<file path="config.mk">
export PLATFORM = sky130hd
export DESIGN_NAME = ir_edge_duration_capture
export DESIGN_NICKNAME = d
export VERILOG_FILES = /design/src/rtl/iredc_pkg.sv /design/src/rtl/iredc_front.sv /design/src/rtl/iredc_back.sv /design/src/rtl/ir_edge_duration_capture.sv
export SDC_FILE = /design/constraint.sdc
export NUM_CORES = 2
export LEC_CHECK = 0
export BUFFER_PORTS_ARGS = -buffer_cell sky130_fd_sc_hd__buf_2
export CAP_MARGIN = 15
export CORE_UTILIZATION = 40
export CTS_CLUSTER_DIAMETER = 120
export DETAILED_ROUTE_END_ITERATION = 10
export PLACE_DENSITY = 0.54
export SYNTH_ARGS = -nofsm -noshare
export SYNTH_HDL_FRONTEND = slang
export SYNTH_SLANG_ARGS = --single-unit
</file>
<file path="constraint.sdc">
create_clock -name clk_i -period 9.81 [get_ports clk_i]
set_input_delay 1.4715 -clock clk_i [delete_from_list [all_inputs] [get_ports clk_i]]
set_output_delay 1.4715 -clock clk_i [all_outputs]
set_load 0.02 [all_outputs]
</file>
<file path="src/rtl/iredc_pkg.sv">
// shared types and constants for the ir edge duration capture block
// no dependencies; imported by every module of the block
package iredc_pkg;

  // capture store geometry
  localparam int unsigned BufDepth = 64;
  localparam int unsigned IdxW     = $clog2(BufDepth);
  localparam int unsigned LenW     = IdxW + 1;

  // field widths
  localparam int unsigned TsW      = 32;
  localparam int unsigned DurW     = 16;
  localparam int unsigned TimeoutW = 20;
  localparam int unsigned CfgIdxW  = 1;

  localparam logic [TimeoutW-1:0] TimeoutReset = 20'd7800;
  localparam logic [DurW-1:0]     DurMax       = '1;

  // configuration register indexes
  localparam logic [CfgIdxW-1:0] CFG_TIMEOUT = 1'b0;
  localparam logic [CfgIdxW-1:0] CFG_AUTO    = 1'b1;

  // visible capture state codes
  localparam logic [1:0] CODE_FINISHED = 2'd0;
  localparam logic [1:0] CODE_READY    = 2'd1;
  localparam logic [1:0] CODE_RUNNING  = 2'd2;

  // frame completion reasons
  localparam logic [1:0] REASON_NONE    = 2'd0;
  localparam logic [1:0] REASON_TIMEOUT = 2'd1;
  localparam logic [1:0] REASON_FULL    = 2'd2;

  typedef enum logic [1:0] {
    ACT_EDGE    = 2'd0,
    ACT_RESTART = 2'd1,
    ACT_WANT    = 2'd2,
    ACT_READ    = 2'd3
  } action_e;

  typedef enum logic [2:0] {
    ST_FINISHED = 3'b001,
    ST_READY    = 3'b010,
    ST_RUNNING  = 3'b100
  } cap_state_e;

  // one queued input word
  typedef struct packed {
    action_e          action;
    logic [TsW-1:0]   ts;
    logic             pin_high;
    logic [IdxW-1:0]  read_index;
  } item_t;

  // live configuration seen by the back end
  typedef struct packed {
    logic [TimeoutW-1:0] timeout_us;
    logic                auto_resume;
  } cfg_t;

  // registered result word, all but the read data
  typedef struct packed {
    logic             recorded;
    logic [DurW-1:0]  duration;
    logic [IdxW-1:0]  write_index;
    logic             frame_done;
    logic [1:0]       done_reason;
    logic             auto_resumed;
    logic             new_data;
    logic [1:0]       state_code;
    logic [LenW-1:0]  capture_length;
    logic [LenW-1:0]  decode_length;
    logic             is_read;
  } result_t;

endpackage

</file>
<file path="src/rtl/iredc_front.sv">
// front end: accepts input words, decodes the action and queues them
// depends on iredc_pkg
module iredc_front import iredc_pkg::*; (
  input  logic            clk_i,
  input  logic            rst_ni,
  input  logic            in_valid_i,
  output logic            in_ready_o,
  input  logic [1:0]      action_i,
  input  logic [TsW-1:0]  timestamp_us_i,
  input  logic            pin_high_i,
  input  logic [IdxW-1:0] read_index_i,
  output logic            q_valid_o,
  output item_t           q_item_o,
  input  logic            q_pop_i
);

  localparam int unsigned Depth = 2;

  item_t       slot_q [Depth];
  logic        wr_ptr_q, wr_ptr_d;
  logic        rd_ptr_q, rd_ptr_d;
  logic [1:0]  cnt_q, cnt_d;
  logic        push, pop;
  item_t       in_item;

  // decode the incoming word
  always_comb begin
    in_item.action     = action_e'(action_i);
    in_item.ts         = timestamp_us_i;
    in_item.pin_high   = pin_high_i;
    in_item.read_index = read_index_i;
  end

  assign in_ready_o = (cnt_q != 2'(Depth));
  assign q_valid_o  = (cnt_q != 2'd0);
  assign q_item_o   = slot_q[rd_ptr_q];
  assign push       = in_valid_i && in_ready_o;
  assign pop        = q_pop_i && q_valid_o;

  // pointer and fill count
  always_comb begin
    wr_ptr_d = push ? ~wr_ptr_q : wr_ptr_q;
    rd_ptr_d = pop ? ~rd_ptr_q : rd_ptr_q;
    cnt_d    = cnt_q + 2'(push) - 2'(pop);
  end

  always_ff @(posedge clk_i or negedge rst_ni) begin
    if (!rst_ni) begin
      wr_ptr_q <= 1'b0;
      rd_ptr_q <= 1'b0;
      cnt_q    <= 2'd0;
    end else begin
      wr_ptr_q <= wr_ptr_d;
      rd_ptr_q <= rd_ptr_d;
      cnt_q    <= cnt_d;
    end
  end

  // queue slots
  always_ff @(posedge clk_i) begin
    if (push) begin
      slot_q[wr_ptr_q] <= in_item;
    end
  end

endmodule

</file>
<file path="src/rtl/iredc_back.sv">
// back end: capture state machine, duration store and result register
// depends on iredc_pkg
module iredc_back import iredc_pkg::*; (
  input  logic            clk_i,
  input  logic            rst_ni,
  input  logic            q_valid_i,
  input  item_t           q_item_i,
  output logic            q_pop_o,
  input  cfg_t            cfg_i,
  output logic            cfg_restore_o,
  output logic            out_valid_o,
  input  logic            out_ready_i,
  output result_t         res_o,
  output logic [DurW-1:0] read_data_o
);

  cap_state_e      st_q, st_d;
  logic [LenW-1:0] len_q, len_d;
  logic [TsW-1:0]  last_q, last_d;
  logic            wants_q, wants_d;
  logic            rdy_q, rdy_d;
  logic            resumed_q, resumed_d;
  logic [LenW-1:0] declen_q, declen_d;

  logic            out_valid_q, out_valid_d;
  result_t         res_q;
  logic [DurW-1:0] rd_q;
  logic [DurW-1:0] mem [BufDepth];

  logic            exec;
  logic [TsW-1:0]  delta;
  logic [LenW-1:0] base, len_inc;
  logic            take, complete, wr_en;
  logic [DurW-1:0] dur;
  logic [1:0]      reason;
  logic [1:0]      code;

  assign exec    = q_valid_i && (!out_valid_q || out_ready_i);
  assign q_pop_o = exec;

  assign delta   = q_item_i.ts - last_q;
  assign base    = (len_q >= LenW'(BufDepth)) ? '0 : len_q;
  assign len_inc = base + LenW'(1);
  assign dur     = (delta > TsW'(DurMax)) ? DurMax : delta[DurW-1:0];

  // next capture state for the word at the head of the queue
  always_comb begin
    st_d          = st_q;
    len_d         = len_q;
    last_d        = last_q;
    wants_d       = wants_q;
    rdy_d         = rdy_q;
    resumed_d     = resumed_q;
    declen_d      = declen_q;
    take          = 1'b0;
    complete      = 1'b0;
    wr_en         = 1'b0;
    reason        = REASON_NONE;
    cfg_restore_o = 1'b0;
    unique case (q_item_i.action)
      ACT_EDGE: begin
        unique case (st_q)
          ST_FINISHED: begin
            take = 1'b0;
          end
          ST_READY: begin
            if (!q_item_i.pin_high) begin
              take = 1'b1;
              st_d = ST_RUNNING;
            end
          end
          default: begin
            // running; an even count and a long gap close the frame
            if (!len_q[0] && (delta > TsW'(cfg_i.timeout_us))) begin
              complete = 1'b1;
              reason   = REASON_TIMEOUT;
            end else begin
              take = 1'b1;
            end
          end
        endcase
        if (take) begin
          wr_en  = 1'b1;
          last_d = q_item_i.ts;
          len_d  = len_inc;
          if (len_inc >= LenW'(BufDepth)) begin
            complete = 1'b1;
            reason   = REASON_FULL;
          end
        end
        // frame completion, with optional automatic restart
        if (complete) begin
          rdy_d = 1'b1;
          if (cfg_i.auto_resume && wants_q) begin
            declen_d  = len_d;
            wants_d   = 1'b0;
            resumed_d = 1'b1;
            len_d     = '0;
            st_d      = ST_READY;
          end else begin
            st_d = ST_FINISHED;
          end
        end
      end
      ACT_RESTART: begin
        cfg_restore_o = exec;
        rdy_d         = 1'b0;
        len_d         = '0;
        wants_d       = 1'b1;
        st_d          = ST_READY;
      end
      ACT_WANT: begin
        wants_d = 1'b1;
      end
      ACT_READ: begin
        wants_d = wants_q;
      end
      default: begin
        wants_d = wants_q;
      end
    endcase
  end

  // visible state code
  always_comb begin
    unique case (st_d)
      ST_FINISHED: code = CODE_FINISHED;
      ST_READY:    code = CODE_READY;
      default:     code = CODE_RUNNING;
    endcase
  end

  always_comb begin
    out_valid_d = out_valid_q;
    if (exec) begin
      out_valid_d = 1'b1;
    end else if (out_ready_i) begin
      out_valid_d = 1'b0;
    end
  end

  // control state
  always_ff @(posedge clk_i or negedge rst_ni) begin
    if (!rst_ni) begin
      st_q        <= ST_FINISHED;
      len_q       <= '0;
      last_q      <= '0;
      wants_q     <= 1'b0;
      rdy_q       <= 1'b0;
      resumed_q   <= 1'b0;
      declen_q    <= '0;
      out_valid_q <= 1'b0;
    end else begin
      out_valid_q <= out_valid_d;
      if (exec) begin
        st_q      <= st_d;
        len_q     <= len_d;
        last_q    <= last_d;
        wants_q   <= wants_d;
        rdy_q     <= rdy_d;
        resumed_q <= resumed_d;
        declen_q  <= declen_d;
      end
    end
  end

  // result register
  always_ff @(posedge clk_i) begin
    if (exec) begin
      res_q.recorded       <= wr_en;
      res_q.duration       <= wr_en ? dur : '0;
      res_q.write_index    <= wr_en ? base[IdxW-1:0] : '0;
      res_q.frame_done     <= complete;
      res_q.done_reason    <= reason;
      res_q.auto_resumed   <= resumed_d;
      res_q.new_data       <= rdy_d;
      res_q.state_code     <= code;
      res_q.capture_length <= len_d;
      res_q.decode_length  <= declen_d;
      res_q.is_read        <= (q_item_i.action == ACT_READ);
    end
  end

  // duration store, one write and one registered read port
  always_ff @(posedge clk_i) begin
    if (exec && wr_en) begin
      mem[base[IdxW-1:0]] <= dur;
    end
  end

  always_ff @(posedge clk_i) begin
    if (exec && (q_item_i.action == ACT_READ)) begin
      rd_q <= mem[q_item_i.read_index];
    end
  end

  assign out_valid_o = out_valid_q;
  assign res_o       = res_q;
  assign read_data_o = res_q.is_read ? rd_q : '0;

endmodule

</file>
<file path="src/rtl/ir_edge_duration_capture.sv">
// top level of the ir edge duration capture block: config registers and wiring
// depends on iredc_pkg, iredc_front and iredc_back
//
//  channel | signals                                  | role
//  --------+------------------------------------------+-----------------------
//  in      | in_valid_i / in_ready_o + input fields   | edge, restart, want, read
//  out     | out_valid_o / out_ready_i + result fields| one result word per input
//  cfg     | cfg_we_i, cfg_index_i, cfg_data_i        | write-only registers
//
// one word per cycle sustained while out_ready_i stays high; each accepted
// word is written into the queue and executes into the result register once
// it heads the queue and the result register is free or being taken.
// the back end updates the capture state and the store as it executes each word.
// a two-entry queue decouples input acceptance from result stalls.
// reset clears all control state; the duration store is not cleared.
module ir_edge_duration_capture import iredc_pkg::*; (
  input  logic                clk_i,
  input  logic                rst_ni,
  input  logic                in_valid_i,
  output logic                in_ready_o,
  input  logic [1:0]          action_i,
  input  logic [TsW-1:0]      timestamp_us_i,
  input  logic                pin_high_i,
  input  logic [IdxW-1:0]     read_index_i,
  output logic                out_valid_o,
  input  logic                out_ready_i,
  output logic                recorded_o,
  output logic [DurW-1:0]     duration_o,
  output logic [IdxW-1:0]     write_index_o,
  output logic                frame_done_o,
  output logic [1:0]          done_reason_o,
  output logic                auto_resumed_o,
  output logic                new_data_o,
  output logic [1:0]          capture_state_out_o,
  output logic [LenW-1:0]     capture_length_out_o,
  output logic [LenW-1:0]     decode_length_out_o,
  output logic [DurW-1:0]     read_data_o,
  input  logic                cfg_we_i,
  input  logic [CfgIdxW-1:0]  cfg_index_i,
  input  logic [TimeoutW-1:0] cfg_data_i
);

  cfg_t    cfg_q, cfg_d;
  logic    cfg_restore;
  logic    q_valid, q_pop;
  item_t   q_item;
  result_t res;

  // configuration registers; a restart word restores the reset values
  always_comb begin
    cfg_d = cfg_q;
    if (cfg_restore) begin
      cfg_d.timeout_us  = TimeoutReset;
      cfg_d.auto_resume = 1'b0;
    end else if (cfg_we_i) begin
      unique case (cfg_index_i)
        CFG_TIMEOUT: cfg_d.timeout_us  = cfg_data_i;
        CFG_AUTO:    cfg_d.auto_resume = cfg_data_i[0];
        default:     cfg_d = cfg_q;
      endcase
    end
  end

  always_ff @(posedge clk_i or negedge rst_ni) begin
    if (!rst_ni) begin
      cfg_q.timeout_us  <= TimeoutReset;
      cfg_q.auto_resume <= 1'b0;
    end else begin
      cfg_q <= cfg_d;
    end
  end

  iredc_front u_front (
    .clk_i          (clk_i),
    .rst_ni         (rst_ni),
    .in_valid_i     (in_valid_i),
    .in_ready_o     (in_ready_o),
    .action_i       (action_i),
    .timestamp_us_i (timestamp_us_i),
    .pin_high_i     (pin_high_i),
    .read_index_i   (read_index_i),
    .q_valid_o      (q_valid),
    .q_item_o       (q_item),
    .q_pop_i        (q_pop)
  );

  iredc_back u_back (
    .clk_i         (clk_i),
    .rst_ni        (rst_ni),
    .q_valid_i     (q_valid),
    .q_item_i      (q_item),
    .q_pop_o       (q_pop),
    .cfg_i         (cfg_q),
    .cfg_restore_o (cfg_restore),
    .out_valid_o   (out_valid_o),
    .out_ready_i   (out_ready_i),
    .res_o         (res),
    .read_data_o   (read_data_o)
  );

  // result fields
  assign recorded_o           = res.recorded;
  assign duration_o           = res.duration;
  assign write_index_o        = res.write_index;
  assign frame_done_o         = res.frame_done;
  assign done_reason_o        = res.done_reason;
  assign auto_resumed_o       = res.auto_resumed;
  assign new_data_o           = res.new_data;
  assign capture_state_out_o  = res.state_code;
  assign capture_length_out_o = res.capture_length;
  assign decode_length_out_o  = res.decode_length;

endmodule
</file>
==> metrics.yaml <==
status: "finished, final reports clean"
synth_edf_count: 1167
antenna_found_initial: 0
first_global_vias: 27800
cts-root-buf: "clkbuf_16"
final_nets: 3169
final_cells: 4800
pin_count: 129
area_delta_synth_final_pct: 13.6
clockBufferDepth: 3
first_pass_iters: 5
overflow: 0
setup_viol: 0
fmax_mhz: 126
cts_sinks: 1245
rsz0062_at_grt: "no"
ys_types: 69
postSynthAreaPerCell_um2: 17.8
drc: 0
tritoncts: "built"
start_util: 0.405
path_delay_family: "compound AO/OA/AOI/OAI gates"
crit_path_max_incr_delay_ns: 0.92
pwr_density_cell_nw_per_um2: 276
critPathArrivalTime_ns: 8.38
start_kind: "flop"
routed_wl_um: 131000
hold_class: "flop to flop"
clk_pin_slew_ns: 0.07
ys_seq_elements: 1245
synth_warnings: 0
endpoint_kind: "flop"
insertion_delay_ns: 0.76
synth_area_um2: 51100
rows: 130
grt_max_degree: 116
grt.total_usage: 0.203
die-area_um2: 129000
synth_fp_nets: 2995
layout-drive-gt1-share: 0.258
tightest_slew_ns: 1.11
ant_nets: 0
crit_type: "flop to flop"
crit_chain: "mux2_2, ha_1, a21oi_1, o22ai_1, a211oi_1, nand3_1, a31o_2, a21o_1, a21o_1, a21oi_1, xnor2_1, ha_1, a21o_1, a21o_1, a21oi_1, nand2_1, a221oi_1, nor2_1, o31ai_4, nand3_2, or4_1, nor2_1, buf_4"
slew_violations: 0
cap_viol_max_count: 0
vias: 27000
ys_seq_area_frac: 0.725
numCtsBuffers: 131
finalCoreUtilization: 0.460
cp.required_ns: 10.24
irDropWorstVdd_mv: 0.218
hold_violations: 0
die_w_um: 359
first_iter_violations: 2814
max_slew_margin: 0.241
ys.flop_type: "edfxtp_1"
finClkSkew_ns: 0.0216
async_flop_share: 0.0627
min_period_ns: 7.94
wl_per_cell_um: 27.3
cp_common_cell: "a21o_1"
syn_inst: 2870
core_um2: 126000
cts_resized: 0
cp.buffers_inverters: 1
numPlacedInstances: 4560
grt_pass1_wl_um: 191000
gp_congestion: 0.884
hpwlAfterDp_um: 78600
cts_setup_buffers: 0
period_share: 0.810
crit_path_max_fanout: 19
ctsHoldBuffers: 0
viasPerCell: 5.63
io_buffer_count: 128
crit_path_top_delay_cell: "or4_1"
fp.dieH_um: 359
power.leakage_uw: 0.0155
fin_setup_tns_ns: 0
htreeDepth: 4
[per-stage QoR]
step	instance area (um2)	power, uW	hold WS [ns]	setup slack (ns)
floorplan	51100	9760	0.425	2.63
global placement	53900	11300	0.446	2.01
detailed placement	53900	11300	0.454	1.96
CTS	58000	16100	0.468	1.96
global route	58000	16700	0.497	1.48
finish	58000	16000	0.465	1.87
[worst register-to-register path: stages (launching register included)]
cell and delay, ns:
dfrtp_2 0.70, mux2_2 0.42, ha_1 0.38, a21oi_1 0.23, o22ai_1 0.11, a211oi_1 0.31
nand3_1 0.21, a31o_2 0.29, a21o_1 0.20, a21o_1 0.18, a21oi_1 0.20, xnor2_1 0.20
ha_1 0.30, a21o_1 0.16, a21o_1 0.17, a21oi_1 0.29, nand2_1 0.12, a221oi_1 0.24
nor2_1 0.13, o31ai_4 0.64, nand3_2 0.75, or4_1 0.92, nor2_1 0.19, buf_4 0.28
[final cells by class]
class	instances	area, um2
antenna	1	2.50
clock inverter	63	477
tap	1650	2060
timing repair buffer	238	1520
inverter	86	323
clock buffer	175	3590
fill	10700	68100
sequential	1245	37000
multi-input combinational	1342	13000
[metal layers]
| layer | track usage | share of wire | vias to the layer above |
|---|---|---|---|
| li1 | - | - | 11800 |
| met1 | 0.271 | 0.42 | 14100 |
| met2 | 0.326 | 0.48 | 1005 |
| met3 | 0.0469 | 0.069 | 195 |
| met4 | 0.0675 | 0.028 | 2 |
| met5 | 0.00740 | 0.0010 | - |
[state kept, by name (all words and copies together), names as in the netlist, 7 cells and up]
name and count:
u_back.len_q 7, u_back.declen_q 7, u_back.mem 1024, cfg_q 21, u_back.rd_q 16, u_front.slot_q 82
u_back.last_q 32, u_back.res_o 45
[power by group]
part	leakage [uW]	switching [uW]	internal (uW)
logic	0.00548	3250	1700
registers	0.00801	163	6130
clock network	0.00197	2070	2670
[cell usage after synthesis, types with 4 or more instances]
cell type	number	area (um2)
a311oi_1	33	289
nand3_1	11	55.1
o2111ai_1	4	35.0
clkbuf_1	110	413
nor3b_1	4	30.0
nand2_1	235	882
mux2_2	77	867
nand4_1	12	75.1
buf_1	37	139
nor2_1	102	383
or4_1	5	37.5
o21a_1	11	82.6
xor2_1	10	87.6
mux4_2	256	5770
nor2b_1	6	37.5
a21oi_1	112	561
and2_1	82	513
dfrtp_1	69	1730
xnor2_1	19	166
o21ai_0	29	145
edfxtp_1	1167	35000
o21bai_1	4	30.0
ha_1	57	713
buf_2	10	50.1
dfstp_2	9	236
and3_1	9	56.3
a31oi_1	40	250
mux2i_1	13	130
nor3_1	15	75.1
o31ai_1	5	37.5
inv_1	86	323
o211ai_1	13	97.6
nand2b_1	13	81.3
buf_4	40	300
a211oi_1	83	623
a21o_1	16	120
a22o_1	8	70.1
or3_1	8	50.1
[layout by cell type, fill, tap and decap left out, types with 36 or more instances in the layout]
cell type  count
mux2_2        76
clkbuf_16    137
inv_1         85
nor2_1       100
buf_4        105
a31oi_1       40
dfrtp_1       68
edfxtp_1    1167
ha_1          57
nand2_1      220
and2_1        82
mux4_2       256
a21oi_1      112
clkbuf_1      36
a211oi_1      83
buf_2        127
[final timing paths]
check / from / end / slack (ns) / cells past startpoint
min in group asynchronous: rst_ni / u_back.last_q[20] / 0.59 / 1
worst min register to register: u_back.resumed_q / u_back.resumed_q / 0.47 / 1
worst max-delay path: u_front.rd_ptr_q / u_back.mem[39][8] / 1.87 / 23
max in group asynchronous: rst_ni / u_front.rd_ptr_q / 8.08 / 2
worst max register to register: u_front.rd_ptr_q / u_back.mem[39][8] / 1.87 / 23
worst min-delay path: u_back.resumed_q / u_back.resumed_q / 0.47 / 1
[logic make-up after synthesis]
kind of cell | Yosys count | share of synthesized area
and+or+nand+nor | 516 | 0.0466
muxes | 346 | 0.132
DFF | 1245 | 0.725
adders and majority gates | 58 | 0.0144
xor gates and xnor gates | 29 | 0.00498
AOI/OAI and AO/OA | 393 | 0.0527
buffers and inverters | 283 | 0.0240
Note: power is estimated with default switching activity, not from simulation.
